`config.mk`:
```
export PLATFORM = sky130hd
export DESIGN_NAME = iq4xs_dequant_dot_product
export DESIGN_NICKNAME = d
export VERILOG_FILES = /design/src/design/iq4xs_pkg.sv /design/src/design/iq4xs_lane.sv /design/src/design/iq4xs_merge.sv /design/src/design/iq4xs_dequant_dot_product.sv
export SDC_FILE = /design/constraint.sdc
export NUM_CORES = 2
export LEC_CHECK = 0
export BUFFER_PORTS_ARGS = -buffer_cell sky130_fd_sc_hd__buf_2
export CELL_PAD_IN_SITES_DETAIL_PLACEMENT = 1
export CELL_PAD_IN_SITES_GLOBAL_PLACEMENT = 2
export CORE_MARGIN = 4
export CORE_UTILIZATION = 41
export CTS_CLUSTER_DIAMETER = 40
export DETAILED_ROUTE_END_ITERATION = 6
export MAX_ROUTING_LAYER = met4
export PLACE_DENSITY_LB_ADDON = 0.1
export SLEW_MARGIN = 10
export SYNTH_ARGS = -nofsm -noshare
export SYNTH_HDL_FRONTEND = slang
export SYNTH_HIERARCHICAL = 1
export SYNTH_SLANG_ARGS = --single-unit
```
`constraint.sdc`:
```
create_clock -name clk -period 10.6 [get_ports clk]
set_clock_uncertainty 0.2 [all_clocks]
set_input_delay 0.53 -clock clk [delete_from_list [all_inputs] [get_ports clk]]
set_output_delay 0.53 -clock clk [all_outputs]
set_load 0.005 [all_outputs]
```
`src/design/iq4xs_pkg.sv`:
```
package iq4xs_pkg;

  // Register map: two 64-bit codebook words at byte offsets 0 and 8
  localparam int unsigned PADDR_W   = 4;
  localparam int unsigned PDATA_W   = 64;
  localparam logic        REG_CB_LO = 1'b0;
  localparam logic        REG_CB_HI = 1'b1;

  // Item kinds
  localparam logic MODE_HEADER = 1'b0;
  localparam logic MODE_DATA   = 1'b1;

  // Super-block geometry: 128 bytes, 8 sub-blocks of 16 bytes
  localparam int unsigned POS_W      = 7;
  localparam int unsigned SUB_IDX_W  = 3;
  localparam int unsigned SUB_LSB    = 4;
  localparam int unsigned SCALE_OFFSET = 32;

  // Datapath widths
  localparam int unsigned ACT_W     = 16;
  localparam int unsigned CB_W      = 8;
  localparam int unsigned PROD_W    = ACT_W + CB_W;       // lane product
  localparam int unsigned INNER_W   = PROD_W + 1;         // sum of two lanes
  localparam int unsigned SUBOFF_W  = 7;                  // sub_scale - 32
  localparam int unsigned SCALE_W   = ACT_W + SUBOFF_W;   // d * (sub_scale - 32)
  localparam int unsigned CONTRIB_W = INNER_W + SCALE_W;  // one item's term
  localparam int unsigned ACC_W     = 64;

  // Control carried down the pipeline with each data beat
  typedef struct packed {
    logic valid;
    logic last;
  } pipe_ctl_t;

  // Signed codebook byte for a 4-bit index
  function automatic logic signed [CB_W-1:0] cb_entry(
    input logic [63:0] lo_word,
    input logic [63:0] hi_word,
    input logic [3:0]  idx
  );
    logic [63:0] word;
    word = idx[3] ? hi_word : lo_word;
    return $signed(word[idx[2:0]*CB_W +: CB_W]);
  endfunction

endpackage

```
`src/design/iq4xs_lane.sv`:
```
module iq4xs_lane (
  input  logic                                 clk,
  input  logic                                 en,
  input  logic [63:0]                          cb_lo,
  input  logic [63:0]                          cb_hi,
  input  logic [3:0]                           idx,
  input  logic signed [iq4xs_pkg::ACT_W-1:0]   act,
  output logic signed [iq4xs_pkg::PROD_W-1:0]  prod
);
  import iq4xs_pkg::*;

  logic signed [CB_W-1:0] weight;

  // Codebook lookup for this nibble
  assign weight = cb_entry(cb_lo, cb_hi, idx);

  // Registered weight * activation
  always_ff @(posedge clk) begin
    if (en) begin
      prod <= PROD_W'(weight * act);
    end
  end

endmodule

```
`src/design/iq4xs_merge.sv`:
```
module iq4xs_merge (
  input  logic                                  clk,
  input  logic                                  rst,
  input  logic                                  adv,
  input  iq4xs_pkg::pipe_ctl_t                  s1_ctl,
  input  logic signed [iq4xs_pkg::PROD_W-1:0]   prod_lo,
  input  logic signed [iq4xs_pkg::PROD_W-1:0]   prod_hi,
  input  logic signed [iq4xs_pkg::SCALE_W-1:0]  s1_scale,
  input  logic                                  out_stall,
  output logic                                  out_valid,
  output logic signed [iq4xs_pkg::ACC_W-1:0]    row_sum,
  output logic                                  overflow
);
  import iq4xs_pkg::*;

  pipe_ctl_t                    s2_ctl;
  logic signed [CONTRIB_W-1:0]  contrib;
  logic signed [INNER_W-1:0]    inner;
  logic signed [ACC_W-1:0]      acc;
  logic                         sat_flag;
  logic signed [ACC_W:0]        wide_sum;
  logic signed [ACC_W-1:0]      sat_sum;
  logic                         sat_hit;

  // Merge the two lanes, then apply the block and sub-block scale
  assign inner = INNER_W'(prod_lo) + INNER_W'(prod_hi);

  always_ff @(posedge clk) begin
    if (rst) begin
      s2_ctl <= '0;
    end else if (adv) begin
      s2_ctl <= s1_ctl;
    end
  end

  always_ff @(posedge clk) begin
    if (adv) begin
      contrib <= CONTRIB_W'(s1_scale * inner);
    end
  end

  // Saturating accumulate
  assign wide_sum = {acc[ACC_W-1], acc} + (ACC_W+1)'(contrib);
  assign sat_hit  = wide_sum[ACC_W] != wide_sum[ACC_W-1];
  always_comb begin
    if (!sat_hit) begin
      sat_sum = wide_sum[ACC_W-1:0];
    end else if (wide_sum[ACC_W]) begin
      sat_sum = {1'b1, {(ACC_W-1){1'b0}}};
    end else begin
      sat_sum = {1'b0, {(ACC_W-1){1'b1}}};
    end
  end

  always_ff @(posedge clk) begin
    if (rst) begin
      acc      <= '0;
      sat_flag <= 1'b0;
    end else if (adv && s2_ctl.valid) begin
      if (s2_ctl.last) begin
        acc      <= '0;
        sat_flag <= 1'b0;
      end else begin
        acc      <= sat_sum;
        sat_flag <= sat_flag | sat_hit;
      end
    end
  end

  // Output register; holds while stalled
  always_ff @(posedge clk) begin
    if (rst) begin
      out_valid <= 1'b0;
    end else if (adv) begin
      out_valid <= s2_ctl.valid && s2_ctl.last;
    end
  end

  always_ff @(posedge clk) begin
    if (adv && s2_ctl.valid && s2_ctl.last) begin
      row_sum  <= sat_sum;
      overflow <= sat_flag | sat_hit;
    end
  end

  // Row end clears the accumulator
  a_row_clear: assert property (@(posedge clk) disable iff (rst)
    adv && s2_ctl.valid && s2_ctl.last |=> acc == '0 && !sat_flag)
    else $error("accumulator not cleared after row end");

  // A result appears only from a row-ending beat
  a_out_src: assert property (@(posedge clk) disable iff (rst)
    $rose(out_valid) |-> $past(adv && s2_ctl.valid && s2_ctl.last))
    else $error("result without row-ending beat");

  // Pipeline frozen while a result is held
  a_freeze: assert property (@(posedge clk) disable iff (rst)
    out_valid && out_stall |-> !adv)
    else $error("pipeline advanced over a held result");

  a_reset: assert property (@(posedge clk) rst |=> !out_valid && acc == '0)
    else $error("reset did not clear output and accumulator");

endmodule

```
`src/design/iq4xs_dequant_dot_product.sv`:
```
// IQ4_XS dequantizing dot-product accumulator.
// Input channel (in_valid / in_stall): one beat per item. A header beat
// (mode 0) loads the block scale and the packed sub-scales and restarts the
// byte position; a data beat (mode 1) carries one weight byte and the two
// activations it pairs with. Two lanes look up the codebook for the low and
// high nibble and multiply by their activation; a merge stage sums them,
// scales by d * (sub_scale - 32) and adds into a saturating 64-bit
// accumulator.
// Output channel (out_valid / out_stall): one beat per row, on the data beat
// marked last_in_row, giving row_sum and the overflow flag.
// Throughput: one item per cycle, except while a held result is stalled. The
// result of a row passes through the lane product register (at the
// accepting edge), the scaled-term register and the accumulate/output
// register, where out_valid rises.
// While a result is held and out_stall is high, the whole pipeline freezes
// and in_stall is raised.
// Reset (rst, synchronous) clears the codebook, the held scales, the byte
// position, the accumulator and out_valid.
// Codebook words are written through the APB port at offsets 0 and 8; the user
// must write them only while no row is in flight, as the block does not enforce it.
module iq4xs_dequant_dot_product (
  input  logic                                  clk,
  input  logic                                  rst,
  // configuration
  input  logic                                  psel,
  input  logic                                  penable,
  input  logic                                  pwrite,
  input  logic [iq4xs_pkg::PADDR_W-1:0]         paddr,
  input  logic [iq4xs_pkg::PDATA_W-1:0]         pwdata,
  output logic [iq4xs_pkg::PDATA_W-1:0]         prdata,
  output logic                                  pready,
  // input channel
  input  logic                                  in_valid,
  output logic                                  in_stall,
  input  logic                                  mode,
  input  logic signed [15:0]                    block_scale,
  input  logic [15:0]                           scale_high_bits,
  input  logic [31:0]                           scale_low_bits,
  input  logic [7:0]                            weight_byte,
  input  logic signed [15:0]                    act_first,
  input  logic signed [15:0]                    act_second,
  input  logic                                  last_in_row,
  // output channel
  output logic                                  out_valid,
  input  logic                                  out_stall,
  output logic signed [iq4xs_pkg::ACC_W-1:0]    row_sum,
  output logic                                  overflow
);
  import iq4xs_pkg::*;

  logic [PDATA_W-1:0]          cb_lo;
  logic [PDATA_W-1:0]          cb_hi;
  logic signed [ACT_W-1:0]     held_block_scale;
  logic [15:0]                 held_scale_high;
  logic [31:0]                 held_scale_low;
  logic [POS_W-1:0]            byte_position;
  logic                        adv;
  logic                        accept;
  logic                        data_beat;
  logic [SUB_IDX_W-1:0]        sub_idx;
  logic [5:0]                  sub_scale;
  logic signed [SUBOFF_W-1:0]  sub_off;
  pipe_ctl_t                   s1_ctl;
  logic signed [SCALE_W-1:0]   s1_scale;
  logic signed [PROD_W-1:0]    prod_lo;
  logic signed [PROD_W-1:0]    prod_hi;

  // APB register file
  assign pready = 1'b1;
  assign prdata = (paddr[3] == REG_CB_HI) ? cb_hi : cb_lo;

  always_ff @(posedge clk) begin
    if (rst) begin
      cb_lo <= '0;
      cb_hi <= '0;
    end else if (psel && penable && pwrite && pready) begin
      unique case (paddr[3])
        REG_CB_LO: cb_lo <= pwdata;
        REG_CB_HI: cb_hi <= pwdata;
        default:   ;
      endcase
    end
  end

  // Handshake: whole pipeline moves unless a held result is stalled
  assign adv       = !(out_valid && out_stall);
  assign in_stall  = !adv;
  assign accept    = in_valid && adv;
  assign data_beat = accept && (mode == MODE_DATA);

  // Header state and byte position
  always_ff @(posedge clk) begin
    if (rst) begin
      held_block_scale <= '0;
      held_scale_high  <= '0;
      held_scale_low   <= '0;
      byte_position    <= '0;
    end else if (accept) begin
      if (mode == MODE_HEADER) begin
        held_block_scale <= block_scale;
        held_scale_high  <= scale_high_bits;
        held_scale_low   <= scale_low_bits;
        byte_position    <= '0;
      end else begin
        byte_position    <= byte_position + 1'b1;
      end
    end
  end

  // Sub-block scale for the current byte, offset and times d
  assign sub_idx   = byte_position[POS_W-1:SUB_LSB];
  assign sub_scale = {held_scale_high[sub_idx*2 +: 2], held_scale_low[sub_idx*4 +: 4]};
  assign sub_off   = $signed({1'b0, sub_scale}) - SUBOFF_W'(SCALE_OFFSET);

  always_ff @(posedge clk) begin
    if (data_beat) begin
      s1_scale <= SCALE_W'(held_block_scale * sub_off);
    end
  end

  always_ff @(posedge clk) begin
    if (rst) begin
      s1_ctl <= '0;
    end else if (adv) begin
      s1_ctl.valid <= data_beat;
      s1_ctl.last  <= last_in_row;
    end
  end

  // Nibble lanes
  iq4xs_lane u_lane_lo (
    .clk   (clk),
    .en    (data_beat),
    .cb_lo (cb_lo),
    .cb_hi (cb_hi),
    .idx   (weight_byte[3:0]),
    .act   (act_first),
    .prod  (prod_lo)
  );

  iq4xs_lane u_lane_hi (
    .clk   (clk),
    .en    (data_beat),
    .cb_lo (cb_lo),
    .cb_hi (cb_hi),
    .idx   (weight_byte[7:4]),
    .act   (act_second),
    .prod  (prod_hi)
  );

  // Merge, scale and accumulate
  iq4xs_merge u_merge (
    .clk       (clk),
    .rst       (rst),
    .adv       (adv),
    .s1_ctl    (s1_ctl),
    .prod_lo   (prod_lo),
    .prod_hi   (prod_hi),
    .s1_scale  (s1_scale),
    .out_stall (out_stall),
    .out_valid (out_valid),
    .row_sum   (row_sum),
    .overflow  (overflow)
  );

endmodule
```
==> metrics.md <==
| Metric | Value |
|---|---|
| Gr ovfl total | `0` |
| CP required | `10.81 ns` |
| DRC | `0` |
| Hold depth | `2` |
| Register-to-Register Path Depth | `38` |
| Largest net degree at the start of global routing | `103` |
| Post-synthesis sequential area ratio | `18.6%` |
| Initial antenna violation count | `18` |
| Pre-CTS WS | `0.396 ns` |
| Most common cell after layout, fill and taps aside | `inv_1` |
| Fillcell total | `16100` |
| Root buffer cell | `clkbuf_16` |
| Signal arrival time at the worst endpoint | `10.24 ns` |
| Slowest CP cell | `fa_1` |
| Clock-pin slew of the registers on the worst-case setup and hold paths | `0.05 ns` |
| RR Startpoint | `u_lane_lo/prod[0]` |
| Tcrit/Tclk final | `94.6%` |
| Commonest non-fill, non-tap cells in the layout | `1091 x inv_1, 891 x fa_1, 855 x nand2_1` |
| Fin. max-slew vios | `0` |
| Core Region | `142000 um2` |
| Initial Utilization | `41.4%` |
| Headroom to the max-slew limit | `16.3%` |
| Hold slack | `0.0820 ns` |
| Post-synth ARST share | `0%` |
| Detail Route Antenna Nets | `0` |
| Outcome | `completed` |
| Dominant synthesized flop cell | `dfxtp_1` |
| Post-synth EDFFs | `184` |
| CP Launch Type | `register` |
| Worst-Margin Slew | `1.26 ns` |
| Drt first pass iters | `7` |
| CTS Buffer Depth | `3` |
| GRT Total Usage | `24.1%` |
| Area grow syn2layout | `13.3%` |
| Final Setup Violations | `0` |
| Leading area contributor after synthesis | `fa_1` |
| Die width | `386 um` |
| Global-route wire length before repair | `277000 um` |
| DP HPWL | `133000 um` |
| Hold Crit Class | `input pin to register` |
| Mapped Area | `58600 um2` |
| Setup crit start | `u_lane_lo/prod[0]` |
| Post-CTS setup buffers | `0` |
| Distinct cells, synth | `94` |
| Maximum clock rate | `0.0997 GHz` |
| Crit path to | `u_merge/contrib[46]` |
| Clock sinks | `453` |
| CP max stage delay | `0.56 ns` |
| # port buffers | `308` |
| H-Tree Depth | `3` |
| Vias/cell | `5.16` |
| Total number of vias | `44300` |
| Crit path capture type | `register` |
| Final nets | `8019` |
| Clk Latency, worst-skew pair | `0.70 ns` |
| Synth warn | `6` |
| Synthesis-stage register bit count | `453` |
| Drt initial violations | `1831` |
| Die footprint | `149000 um2` |
| CTS tree | `built` |
| Most used cell along the critical path | `fa_1` |
| FF-to-FF setup slack | `0.57 ns` |
| # rows | `138` |
| Kind of critical path | `register to register` |
| Routed WL per cell | `20.0 um` |
| Cells after Synth | `6273` |
| Crit Reg-Reg Endpoint | `u_merge/contrib[46]` |
| Mapped Avg Cell Area | `9.35 um2` |
| Post-layout min period | `10.03 ns` |
| CTS Buf Count | `89` |
| # IOs | `313` |
| Share of layout cells above drive strength 1 | `12.0%` |
| Final wirelength | `171000 um` |
| Fin. Hold Viols | `0` |
| Area share of the largest cell type after synthesis | `30.4%` |
| Max-Cap Viols | `0` |
| Net Count, Synth | `7699` |
| Worst hold path startpoint | `act_first[0]` |
| Final WS setup | `0.567 ns` |
| Die Height | `386 um` |
| Vias in the first global route | `49700` |
| Worst-path maximum fanout | `7` |
| Final GP Congestion | `0.833` |
| Layout Utilization | `46.9%` |
| Ranking of synthesized cells by area | `fa_1 30%, edfxtp_1 9.4%, dfxtp_1 9.2%` |
## per-stage QoR
step,instance area [um2],cells,setup TNS [ns]
6_report,66400,8568,0
3_3_place_gp,62000,8257,0
4_1_cts,66400,8556,0
2_1_floorplan,58600,6273,0
3_5_place_dp,62000,8257,0
5_1_grt,66400,8567,-0.0643
## synth_stat cells (32+ instances only)
master    count
clkbuf_1    214
nor2_1      177
a21oi_1     368
o21bai_1     32
a21o_1       68
nand2_1     856
inv_1      1092
nand2b_1     72
o221ai_1     65
ha_1        354
nor2b_1     108
mux2_2       77
edfxtp_1    184
o21ai_0     145
fa_1        891
xor2_1       61
nor3_1       40
and2_1      481
xnor2_1     139
mux4_2       87
nand3_1      43
dfxtp_1     269
## registers in the layout (all words and copies together), names as in the netlist, 7 cells and up
signal and count:
cb_hi 64, cb_lo 64, u_merge/acc 64, u_merge/row_sum 64, u_merge/contrib 48, held_scale_low 32, u_lane_hi/prod 24, u_lane_lo/prod 24
s1_scale 23, held_block_scale 16, held_scale_high 16, byte_position 7
## critical path: cells and delay by family, from the launching register on
| kind | cells | cell delay, ns |
|---|---|---|
| AOI/OAI and AO/OA | 13 | 2.50 |
| xor gates and xnor gates | 1 | 0.14 |
| adders and majority gates | 10 | 4.48 |
| buffers and inverters | 8 | 0.65 |
| DFF | 1 | 0.32 |
| and+or+nand+nor | 6 | 1.47 |
## cells by family after synthesis
logic type	Yosys count	share of synthesized area [%]
xor gates and xnor gates	200	2.99
AOI/OAI and AO/OA	881	9.55
other	1	0.00640
DFF	453	18.6
muxes	197	5.57
buffers and inverters	1391	9.41
and+or+nand+nor	1902	15.8
adders and majority gates	1248	38.0
## cell type report
class / count / area (um2) / share of cell area [%]
multi-input combinational: 4429 / 42500 / 64.0
sequential: 453 / 10900 / 16.4
inverter: 1098 / 4120 / 6.21
timing repair buffer: 522 / 3490 / 5.26
clock buffer: 105 / 2370 / 3.56
tap: 1890 / 2360 / 3.56
clock inverter: 59 / 648 / 0.976
antenna: 12 / 30.0 / 0.0452
## layer usage
layer / track usage, % / share of wire [%] / vias to the layer above
li1: - / - / 20600
met1: 30.2 / 44 / 22600
met2: 41.0 / 49 / 779
met3: 3.47 / 4.1 / 229
met4: 6.58 / 2.8 / 0
met5: - / 0 / -
## timing repair
action                                  CTS  global route
gates resized for setup                   0             7
endpoints found under the hold margin   195             0
endpoints found under the setup margin    0             8
hold buffers                            135             0
## worst min-delay path by stage
stage                              end  slack [ns]
global route         u_lane_lo/prod[0]        0.09
global placement     held_scale_low[3]        0.24
floorplan                    s1_ctl[0]        0.23
finish               u_lane_lo/prod[0]        0.08
detailed placement  held_scale_low[11]        0.25
CTS                  u_lane_lo/prod[0]        0.02
Power is left out: the tool's default activity adds up to more than one toggle a clock period on the data nets, which glitch-free logic cannot reach.
